--- config.mk ---
export PLATFORM = sky130hd
export DESIGN_NAME = cookie_date_parser
export DESIGN_NICKNAME = d
export VERILOG_FILES = /design/src/rtl/cdp_pkg.sv /design/src/rtl/cdp_front.sv /design/src/rtl/cdp_final.sv /design/src/rtl/cdp_queue.sv /design/src/rtl/cdp_back.sv /design/src/rtl/cookie_date_parser.sv
export SDC_FILE = /design/constraint.sdc
export NUM_CORES = 2
export LEC_CHECK = 0
export ABC_AREA = 1
export BUFFER_PORTS_ARGS = -buffer_cell sky130_fd_sc_hd__buf_2
export CORE_ASPECT_RATIO = 1.4
export CORE_MARGIN = 5
export CORE_UTILIZATION = 40
export DETAILED_ROUTE_END_ITERATION = 16
export PLACE_DENSITY = 0.6
export SLEW_MARGIN = 20
export SYNTH_ARGS = -nofsm -noshare
export SYNTH_HDL_FRONTEND = slang
export SYNTH_HIERARCHICAL = 1
export SYNTH_SLANG_ARGS = --single-unit
export TNS_END_PERCENT = 1
--- constraint.sdc ---
create_clock -name clk -period 9.2 [get_ports clk]
set_input_delay 0.92 -clock clk [delete_from_list [all_inputs] [get_ports clk]]
set_output_delay 0.92 -clock clk [all_outputs]
set_load 0.02 [all_outputs]
--- src/rtl/cdp_pkg.sv ---
// Shared types and constants for the cookie date parser.
// No dependencies.
`timescale 1ns / 1ps
`default_nettype none
package cdp_pkg;

  typedef struct packed {
    logic        hour_ok;
    logic [4:0]  hour;
    logic [5:0]  minute;
    logic [5:0]  second;
    logic [4:0]  day;
    logic [3:0]  month;
    logic        year_set;
    logic        year_big;
    logic [14:0] year;
  } date_fields_t;

  typedef enum logic [2:0] {
    EV_IDLE,
    EV_CHECK,
    EV_DIV,
    EV_DAYS,
    EV_MUL,
    EV_SUM,
    EV_OUT
  } ev_state_t;

  localparam int unsigned YEAR_MIN = 1601;
  localparam int unsigned YEAR_MAX = 32767;

  function automatic logic is_delim(input logic [7:0] b);
    return (b == 8'h09) || (b >= 8'h20 && b <= 8'h2F) || (b >= 8'h3B && b <= 8'h40) ||
           (b >= 8'h5B && b <= 8'h60) || (b >= 8'h7B && b <= 8'h7E);
  endfunction

  function automatic logic [7:0] fold_case(input logic [7:0] b);
    return (b >= 8'h41 && b <= 8'h5A) ? (b | 8'h20) : b;
  endfunction

  function automatic logic [3:0] month_code(input logic [23:0] p);
    logic [23:0] k;
    k = {fold_case(p[7:0]), fold_case(p[15:8]), fold_case(p[23:16])};
    unique case (k)
      "jan": return 4'd1;
      "feb": return 4'd2;
      "mar": return 4'd3;
      "apr": return 4'd4;
      "may": return 4'd5;
      "jun": return 4'd6;
      "jul": return 4'd7;
      "aug": return 4'd8;
      "sep": return 4'd9;
      "oct": return 4'd10;
      "nov": return 4'd11;
      "dec": return 4'd12;
      default: return 4'd0;
    endcase
  endfunction

  function automatic logic [4:0] month_len(input logic [3:0] m, input logic lp);
    unique case (m)
      4'd2: return lp ? 5'd29 : 5'd28;
      4'd4, 4'd6, 4'd9, 4'd11: return 5'd30;
      default: return 5'd31;
    endcase
  endfunction

endpackage
`default_nettype wire

--- src/rtl/cdp_front.sv ---
// Byte tokenizer and field rules; emits collected date fields on the last byte.
// Depends on cdp_pkg and cdp_final.
`timescale 1ns / 1ps
`default_nettype none
module cdp_front (
  input  wire logic                  clk,
  input  wire logic                  rst,
  input  wire logic [7:0]            date_byte,
  input  wire logic                  last_byte,
  input  wire logic                  valid,
  output logic                       ready,
  output cdp_pkg::date_fields_t      fields,
  output logic                       fields_valid,
  input  wire logic                  fields_ready
);
  import cdp_pkg::*;

  logic [7:0]  tlen;
  logic [23:0] prefix;
  logic        nondig, noncolon;
  logic [1:0]  colons;
  logic [6:0]  grp [3];
  logic [2:0]  grp_has;
  logic [62:0] num;
  logic        ovf;
  date_fields_t acc, acc_next;
  logic        take;

  logic        dig;
  logic [3:0]  d;
  logic [6:0]  gv;
  logic [66:0] prod;

  assign ready = !fields_valid || fields_ready;
  assign take  = valid && ready;
  assign dig   = date_byte >= 8'h30 && date_byte <= 8'h39;
  assign d     = date_byte[3:0];

  always_comb begin
    logic [3:0] m;
    acc_next = acc;
    m = month_code(prefix);
    if (tlen != 8'd0) begin
      if (!acc.hour_ok && colons == 2'd2 && !noncolon && (&grp_has) &&
          grp[0] <= 7'd23 && grp[1] <= 7'd59 && grp[2] <= 7'd59) begin
        acc_next.hour_ok = 1'b1;
        acc_next.hour    = grp[0][4:0];
        acc_next.minute  = grp[1][5:0];
        acc_next.second  = grp[2][5:0];
      end else if (acc.day == 5'd0 && !nondig && tlen <= 8'd2 && num >= 63'd1 &&
                   num <= 63'd31) begin
        acc_next.day = num[4:0];
      end else if (acc.month == 4'd0 && tlen >= 8'd3 && m != 4'd0) begin
        acc_next.month = m;
      end else if (!acc.year_set && !nondig && !ovf) begin
        acc_next.year_set = 1'b1;
        acc_next.year_big = num > 63'd32767;
        acc_next.year     = num > 63'd32767 ? 15'd0 : num[14:0];
      end
    end
  end

  assign gv   = grp[colons == 2'd3 ? 2'd2 : colons];
  assign prod = {4'd0, num} * 67'd10 + {63'd0, d};

  always_ff @(posedge clk) begin
    if (rst) begin
      tlen <= '0; prefix <= '0; nondig <= 1'b0; noncolon <= 1'b0; colons <= '0;
      grp[0] <= '0; grp[1] <= '0; grp[2] <= '0; grp_has <= '0; num <= '0; ovf <= 1'b0;
      acc <= '0;
      fields_valid <= 1'b0;
    end else begin
      if (fields_valid && fields_ready) fields_valid <= 1'b0;
      if (take) begin
        if (is_delim(date_byte)) begin
          acc <= acc_next;
          tlen <= '0; prefix <= '0; nondig <= 1'b0; noncolon <= 1'b0; colons <= '0;
          grp[0] <= '0; grp[1] <= '0; grp[2] <= '0; grp_has <= '0; num <= '0;
          ovf <= 1'b0;
        end else begin
          if (tlen < 8'd3) prefix[tlen[1:0]*8 +: 8] <= date_byte;
          if (tlen != 8'd255) tlen <= tlen + 8'd1;
          if (dig) begin
            if (colons != 2'd3) begin
              grp[colons] <= ({gv, 3'd0} + {2'd0, gv, 1'b0} + {6'd0, d}) > 10'd100 ?
                             7'd100 : 7'(({gv, 3'd0} + {2'd0, gv, 1'b0} + {6'd0, d}));
              grp_has[colons] <= 1'b1;
            end
            if (!ovf) begin
              if (prod[66:63] != 4'd0) ovf <= 1'b1;
              else num <= prod[62:0];
            end
          end else begin
            nondig <= 1'b1;
            if (date_byte == 8'h3A) begin
              if (colons != 2'd3) colons <= colons + 2'd1;
            end else begin
              noncolon <= 1'b1;
            end
          end
        end
        if (last_byte) begin
          fields_valid <= 1'b1;
          acc <= '0;
          tlen <= '0; prefix <= '0; nondig <= 1'b0; noncolon <= 1'b0; colons <= '0;
          grp[0] <= '0; grp[1] <= '0; grp[2] <= '0; grp_has <= '0; num <= '0;
          ovf <= 1'b0;
        end
      end
    end
  end

  // last byte: compute the fields with that byte folded in and one more finish
  date_fields_t last_f;
  cdp_final u_final (
    .date_byte (date_byte),
    .tlen      (tlen),
    .prefix    (prefix),
    .nondig    (nondig),
    .noncolon  (noncolon),
    .colons    (colons),
    .grp0      (grp[0]),
    .grp1      (grp[1]),
    .grp2      (grp[2]),
    .grp_has   (grp_has),
    .num       (num),
    .ovf       (ovf),
    .acc       (acc),
    .acc_tok   (acc_next),
    .result    (last_f)
  );

  always_ff @(posedge clk) begin
    if (take && last_byte) fields <= last_f;
  end

endmodule
`default_nettype wire

--- src/rtl/cdp_final.sv ---
// Folds the last byte into the token and applies the field rules once more.
// Depends on cdp_pkg.
`timescale 1ns / 1ps
`default_nettype none
module cdp_final (
  input  wire logic [7:0]            date_byte,
  input  wire logic [7:0]            tlen,
  input  wire logic [23:0]           prefix,
  input  wire logic                  nondig,
  input  wire logic                  noncolon,
  input  wire logic [1:0]            colons,
  input  wire logic [6:0]            grp0,
  input  wire logic [6:0]            grp1,
  input  wire logic [6:0]            grp2,
  input  wire logic [2:0]            grp_has,
  input  wire logic [62:0]           num,
  input  wire logic                  ovf,
  input  wire cdp_pkg::date_fields_t acc,
  input  wire cdp_pkg::date_fields_t acc_tok,
  output cdp_pkg::date_fields_t      result
);
  import cdp_pkg::*;

  always_comb begin
    logic [7:0]  t;
    logic [23:0] p;
    logic        nd, nc, dig, o;
    logic [1:0]  c;
    logic [6:0]  g [3];
    logic [2:0]  gh;
    logic [62:0] n;
    logic [66:0] pr;
    logic [9:0]  gvn;
    logic [3:0]  m;
    date_fields_t a;
    t = tlen; p = prefix; nd = nondig; nc = noncolon; c = colons;
    g[0] = grp0; g[1] = grp1; g[2] = grp2; gh = grp_has; n = num; o = ovf;
    dig = date_byte >= 8'h30 && date_byte <= 8'h39;
    pr = {4'd0, num} * 67'd10 + {63'd0, date_byte[3:0]};
    gvn = '0;
    if (is_delim(date_byte)) begin
      a = acc_tok;
      t = '0; p = '0; nd = 1'b0; nc = 1'b0; c = '0; g[0] = '0; g[1] = '0; g[2] = '0;
      gh = '0; n = '0; o = 1'b0;
    end else begin
      a = acc;
      if (tlen < 8'd3) p[tlen[1:0]*8 +: 8] = date_byte;
      if (tlen != 8'd255) t = tlen + 8'd1;
      if (dig) begin
        if (colons != 2'd3) begin
          gvn = {g[colons], 3'd0} + {2'd0, g[colons], 1'b0} + {6'd0, date_byte[3:0]};
          g[colons] = gvn > 10'd100 ? 7'd100 : gvn[6:0];
          gh[colons] = 1'b1;
        end
        if (!ovf) begin
          if (pr[66:63] != 4'd0) o = 1'b1;
          else n = pr[62:0];
        end
      end else begin
        nd = 1'b1;
        if (date_byte == 8'h3A) begin
          if (colons != 2'd3) c = colons + 2'd1;
        end else begin
          nc = 1'b1;
        end
      end
    end
    m = month_code(p);
    result = a;
    if (t != 8'd0) begin
      if (!a.hour_ok && c == 2'd2 && !nc && (&gh) &&
          g[0] <= 7'd23 && g[1] <= 7'd59 && g[2] <= 7'd59) begin
        result.hour_ok = 1'b1;
        result.hour    = g[0][4:0];
        result.minute  = g[1][5:0];
        result.second  = g[2][5:0];
      end else if (a.day == 5'd0 && !nd && t <= 8'd2 && n >= 63'd1 && n <= 63'd31) begin
        result.day = n[4:0];
      end else if (a.month == 4'd0 && t >= 8'd3 && m != 4'd0) begin
        result.month = m;
      end else if (!a.year_set && !nd && !o) begin
        result.year_set = 1'b1;
        result.year_big = n > 63'd32767;
        result.year     = n > 63'd32767 ? 15'd0 : n[14:0];
      end
    end
  end

endmodule
`default_nettype wire

--- src/rtl/cdp_queue.sv ---
// Two-entry queue of date field sets between tokenizer and converter.
// Depends on cdp_pkg.
`timescale 1ns / 1ps
`default_nettype none
module cdp_queue (
  input  wire logic                  clk,
  input  wire logic                  rst,
  input  wire cdp_pkg::date_fields_t in_data,
  input  wire logic                  in_valid,
  output logic                       in_ready,
  output cdp_pkg::date_fields_t      out_data,
  output logic                       out_valid,
  input  wire logic                  out_ready
);
  import cdp_pkg::*;

  date_fields_t mem [2];
  logic         wptr, rptr;
  logic [1:0]   count;

  assign in_ready  = count != 2'd2;
  assign out_valid = count != 2'd0;
  assign out_data  = mem[rptr];

  always_ff @(posedge clk) begin
    if (rst) begin
      wptr <= 1'b0; rptr <= 1'b0; count <= '0;
    end else begin
      if (in_valid && in_ready) begin
        mem[wptr] <= in_data;
        wptr <= ~wptr;
      end
      if (out_valid && out_ready) rptr <= ~rptr;
      count <= count + 2'(in_valid && in_ready) - 2'(out_valid && out_ready);
    end
  end

  a_no_over: assert property (@(posedge clk) disable iff (rst)
    count == 2'd2 |-> !(in_valid && in_ready)) else $error("queue overflow");
  a_cnt: assert property (@(posedge clk) disable iff (rst)
    count <= 2'd2) else $error("queue count out of range");
  a_hold: assert property (@(posedge clk) disable iff (rst)
    out_valid && !out_ready |=> out_valid) else $error("queue lost entry");

endmodule
`default_nettype wire

--- src/rtl/cdp_back.sv ---
// Validates date fields and converts them to seconds since 1970 over several cycles.
// Depends on cdp_pkg.
`timescale 1ns / 1ps
`default_nettype none
module cdp_back (
  input  wire logic                  clk,
  input  wire logic                  rst,
  input  wire cdp_pkg::date_fields_t fields,
  input  wire logic                  fields_valid,
  output logic                       fields_ready,
  output logic                       date_valid,
  output logic signed [40:0]         epoch_seconds,
  output logic                       valid,
  input  wire logic                  ready
);
  import cdp_pkg::*;

  // quotient by 100 through reciprocal multiplication, exact below 32768
  function automatic logic [8:0] div100(input logic [14:0] x);
    logic [27:0] p;
    p = {13'd0, x} * 28'd5243;
    return p[27:19];
  endfunction

  function automatic logic [8:0] march_day(input logic [3:0] mi);
    unique case (mi)
      4'd0:  return 9'd0;
      4'd1:  return 9'd31;
      4'd2:  return 9'd61;
      4'd3:  return 9'd92;
      4'd4:  return 9'd122;
      4'd5:  return 9'd153;
      4'd6:  return 9'd184;
      4'd7:  return 9'd214;
      4'd8:  return 9'd245;
      4'd9:  return 9'd275;
      4'd10: return 9'd306;
      4'd11: return 9'd337;
      default: return 9'd0;
    endcase
  endfunction

  ev_state_t    state, state_next;
  date_fields_t f;
  logic [15:0]  y;
  logic         ok;
  logic [14:0]  ya;
  logic [8:0]   q100, q400;
  logic         lp;
  logic signed [24:0] days;
  logic signed [40:0] secs;
  logic [16:0]  tod;

  logic [16:0]  yfull;
  logic [14:0]  ya_c;
  logic [8:0]   yq;
  logic         z100;
  logic         lp_c;
  logic [3:0]   mi;
  logic [8:0]   doy;
  logic signed [24:0] dcalc;

  always_comb begin
    yfull = {2'd0, f.year};
    if (f.year >= 15'd70 && f.year <= 15'd99) yfull = yfull + 17'd1900;
    else if (f.year <= 15'd69) yfull = yfull + 17'd2000;
  end

  always_comb begin
    yq   = div100(y[14:0]);
    z100 = y[14:0] == {6'd0, yq} * 15'd100;
    lp_c = (y[1:0] == 2'd0 && !z100) || (z100 && yq[1:0] == 2'd0);
  end

  assign ya_c = (f.month <= 4'd2) ? y[14:0] - 15'd1 : y[14:0];

  // days from civil, using year shifted to start in March
  always_comb begin
    mi    = (f.month > 4'd2) ? f.month - 4'd3 : f.month + 4'd9;
    doy   = march_day(mi) + {4'd0, f.day} - 9'd1;
    dcalc = $signed({10'd0, ya} * 25'd365 + {12'd0, ya[14:2]} - {16'd0, q100} +
                    {16'd0, q400} + {16'd0, doy}) - 25'sd719468;
  end

  always_ff @(posedge clk) begin
    if (rst) begin
      state <= EV_IDLE;
    end else begin
      state <= state_next;
      unique case (state)
        EV_IDLE: if (fields_valid) begin
          f <= fields;
        end
        EV_CHECK: begin
          y  <= yfull[15:0];
          ok <= f.hour_ok && f.day != 5'd0 && f.month != 4'd0 && f.month <= 4'd12 &&
                f.year_set && !f.year_big && yfull >= 17'(YEAR_MIN) &&
                yfull <= 17'(YEAR_MAX);
        end
        EV_DIV: begin
          ya   <= ya_c;
          q100 <= div100(ya_c);
          q400 <= div100({2'd0, ya_c[14:2]});
          lp   <= lp_c;
        end
        EV_DAYS: begin
          ok   <= ok && f.day <= month_len(f.month, lp);
          days <= dcalc;
          tod  <= 17'(f.hour) * 17'd3600 + 17'(f.minute) * 17'd60 + 17'(f.second);
        end
        EV_MUL: secs <= 41'(days) * 41'sd86400;
        EV_SUM: begin
          date_valid    <= ok;
          epoch_seconds <= ok ? secs + 41'(tod) : '0;
        end
        default: ;
      endcase
    end
  end

  always_comb begin
    state_next   = state;
    fields_ready = 1'b0;
    valid        = 1'b0;
    unique case (state)
      EV_IDLE: begin
        fields_ready = 1'b1;
        if (fields_valid) state_next = EV_CHECK;
      end
      EV_CHECK: state_next = EV_DIV;
      EV_DIV:   state_next = EV_DAYS;
      EV_DAYS:  state_next = EV_MUL;
      EV_MUL:   state_next = EV_SUM;
      EV_SUM:   state_next = EV_OUT;
      EV_OUT: begin
        valid = 1'b1;
        if (ready) state_next = EV_IDLE;
      end
      default: state_next = EV_IDLE;
    endcase
  end

  a_zero: assert property (@(posedge clk) disable iff (rst)
    valid && !date_valid |-> epoch_seconds == '0) else $error("invalid date not zero");
  a_take: assert property (@(posedge clk) disable iff (rst)
    fields_ready |-> !valid) else $error("take while result pending");
  a_done: assert property (@(posedge clk) disable iff (rst)
    state == EV_SUM |=> valid) else $error("result not shown");

endmodule
`default_nettype wire

--- src/rtl/cookie_date_parser.sv ---
// Top level of the cookie date parser: tokenizer front, queue, converter back.
// Depends on cdp_pkg, cdp_front, cdp_queue and cdp_back.
// Bytes are taken one per cycle while ready is high; the request carrying the last
// byte passes through the front register and queue to the converter, which steps
// through check, divide, day count, multiply and sum before it shows the result.
// The converter takes no new date until its result is taken, so short strings fill
// the front register and the two-entry queue, and then hold the byte input.
`timescale 1ns / 1ps
`default_nettype none
module cookie_date_parser (
  input  wire logic               clk,
  input  wire logic               rst,
  input  wire logic [7:0]         date_byte,
  input  wire logic               last_byte,
  input  wire logic               valid,
  output logic                    ready,
  output logic                    date_valid,
  output logic signed [40:0]      epoch_seconds,
  output logic                    out_valid,
  input  wire logic               out_ready
);
  import cdp_pkg::*;

  date_fields_t ff, qf;
  logic         ff_v, ff_r, qf_v, qf_r;

  cdp_front u_front (
    .clk, .rst, .date_byte, .last_byte, .valid, .ready,
    .fields(ff), .fields_valid(ff_v), .fields_ready(ff_r)
  );

  cdp_queue u_queue (
    .clk, .rst, .in_data(ff), .in_valid(ff_v), .in_ready(ff_r),
    .out_data(qf), .out_valid(qf_v), .out_ready(qf_r)
  );

  cdp_back u_back (
    .clk, .rst, .fields(qf), .fields_valid(qf_v), .fields_ready(qf_r),
    .date_valid, .epoch_seconds, .valid(out_valid), .ready(out_ready)
  );

endmodule
`default_nettype wire

==> impl_metrics.toml <==
[worst_setup_path]
startpoint_type = "flop"
critPathSlowestCell = "edfxtp_1"
r2r_slack_ns = 1.21
critPathLaunch = "u_back/y[13]$_DFFE_PP_"
crit_top_cell = "inv_1"
critical_path_class = "flop to flop"
crit_end = "u_back/lp$_DFFE_PP_"
reg2regPathDepth = 34
worstReg2RegEnd = "u_back/lp$_DFFE_PP_"
cp_max_fo = 10
critPathRequiredTime_ns = 9.66
max_stage_delay_ns = 0.70
arrival_ns = 8.45
endpoint_kind = "flop"
r2r-start = "u_back/y[13]$_DFFE_PP_"

[synthesis]
synth_area_per_cell_um2 = 7.01
synth_cell_type_count = 82
synth_seq_cells = 526
synthCells = 9589
synth_top_area_cell = "ha_1"
synthArstFlopShare_pct = 0
synth_area_um2 = 67200
synth_edf_count = 349
netlist_top_cells_area = "ha_1 (16%), edfxtp_1 (16%), nand2_1 (14%), inv_1 (11%), fa_1 (10%)"
yosysWarnings = 6
yosysSeqAreaShare_pct = 20.9
synth_most_common_cell = "nand2_1"
synth_top_area_share_pct = 16.4
yosys_most_used_dff = "edfxtp_1"
synth_common_cells = "nand2_1 (2551), inv_1 (1890), ha_1 (879)"

[cts]
insertion_delay_ns = 0.69
clock_sinks = 526
postCtsSetupBuffers = 0
cts-root-buf = "clkbuf_16"
cts_resized = 0
clk_pin_slew_ns = 0.08
clockBufferDepth = 3
cts_tree = "done"
cts.htree.levels = 2
numCtsBuffers = 59
cts_hold_buf = 0

[grt]
grt_start_max_net_pins = 78
grt_usage_pct = 22.8
antenna_found_initial = 3
grt_pass1_wl_um = 322000
grt_remaining_overflow = 0
grt_pass1_vias = 61000

[placed_design]
dp_slack_ns = 1.25
post-dp-hpwl_um = 174000
portBuffers = 56
placed_cells = 11800
place_congestion = 0.981

[min_path]
min_from = "u_front/fields[12]$_DFFE_PP_"
hold_class = "flop to flop"

[layout]
drive_gt1_share_pct = 5.04
syn2layout_area_growth_pct = 7.30
nets = 10900
fin_cells = 11900
fill_cells = 17400

[timing]
setup_slack_ns = 1.21
fin_crit_ns = 7.99
fin_setup_tns_ns = 0
rsz0062_at_grt = "no"
post-route-period-util_pct = 86.9
slew_viol_final = 0
finalSetupViolCount = 0
hold_violations = 0
finalClockSkew_ns = 0.0682
relSlewSlack_pct = 27.0
fmax_mhz = 125
worst-slew-pin-transition_ns = 1.09
hold_ws_ns = 0.393

[route]
avgRoutedWirePerCell_um = 17.2
drtPass1Iterations = 6
drt-total-wl_um = 205000
final_antenna_net_count = 0
viasPerCell = 5.08
vias = 60700
drc = 0
drt_iter0_markers = 3100

[floorplan]
pin_count = 57
rows = 178
initial_core_util_pct = 40.1
dieWidth_um = 357
die_h_um = 495
dieArea_um2 = 177000
core_um2 = 168000

[flow_run]
max_cap_viol_count = 0

[run_status]
status = "finished, final reports clean"
-- per-stage QoR --
stage	area (um2)	utilization, %
floorplan	67300	-
global placement	70100	41.8
detailed placement	70100	41.8
CTS	72100	43.0
global route	72100	43.0
finish	72100	43.0
-- worst min path at each step --
stage	slack [ns]	end	cells past startpoint
4_1_cts	0.39	u_queue/mem[1][12]$_DFFE_PP_	0
5_1_grt	0.41	u_queue/mem[1][12]$_DFFE_PP_	0
3_3_place_gp	0.41	u_back/tod[1]$_DFFE_PP_	0
6_report	0.39	u_queue/mem[1][12]$_DFFE_PP_	0
3_5_place_dp	0.41	u_back/tod[1]$_DFFE_PP_	0
2_1_floorplan	0.40	u_back/tod[0]$_DFFE_PP_	0
-- metal layers --
layer,GRT usage [%],share of wire [%]
met1,25.1,39
met2,43.9,52
met3,1.56,2.9
met4,11.0,5.6
met5,0,0.0063
-- cell type report --
class | instances | area, um2 | area share, %
Clock buffer | 75 | 1580 | 2.19
Timing Repair Buffer | 91 | 563 | 0.780
Multi-Input combinational cell | 7030 | 45500 | 63.1
Tap cell | 2250 | 2820 | 3.90
Sequential cell | 526 | 14000 | 19.4
Clock inverter | 36 | 460 | 0.638
Inverter | 1921 | 7210 | 9.99
Antenna cell | 2 | 5.00 | 0.00694
-- worst max-delay path: cells and delay by family, from the launching register on --
kind	cells	cell delay [ns]
AO/OA/AOI/OAI	8	1.44
XOR/XNOR	1	0.30
adder cells (fa/ha/maj)	10	4.18
buffers and inverters	8	0.43
flip-flops	1	0.70
AND/OR/NAND/NOR	7	0.68
-- state kept, by name (all words and copies together) (netlist names), 9 cells and up, named ones only --
register	flops
u_front/acc	44
u_back/epoch_seconds	41
u_back/tod	17
u_front/num	63
u_back/y	15
u_back/days	25
u_back/f	44
u_queue/mem	88
u_front/prefix	24
u_back/secs	34
u_front/fields	44
u_back/ya	15
u_front/grp	28
u_back/q100	9
-- cells by family after synthesis --
family          Yosys count  share of synthesized area (%)
compound gates          960                           8.06
fa+ha+maj              1222                           26.6
xor+xnor                189                           2.47
mux                      55                           1.12
flops                   526                           20.9
other cells               1                        0.00558
simple gates           4597                           29.2
buf+inv                2039                           11.7
-- cells in the final DEF, fill, tap and decap left out, types with 110 or more instances in the layout --
cell and instances:
edfxtp_1 349, o21ai_0 327, a21oi_1 402, nand3_1 574, inv_1 1888, nand4_1 173, nor2_1 865, dfxtp_1 176
nand2_1 2549, xor2_1 132, nor3_1 110, ha_1 879, fa_1 343
Power is not shown: default switching activity piles up to over one toggle a cycle in this logic, so the estimate is an artifact.
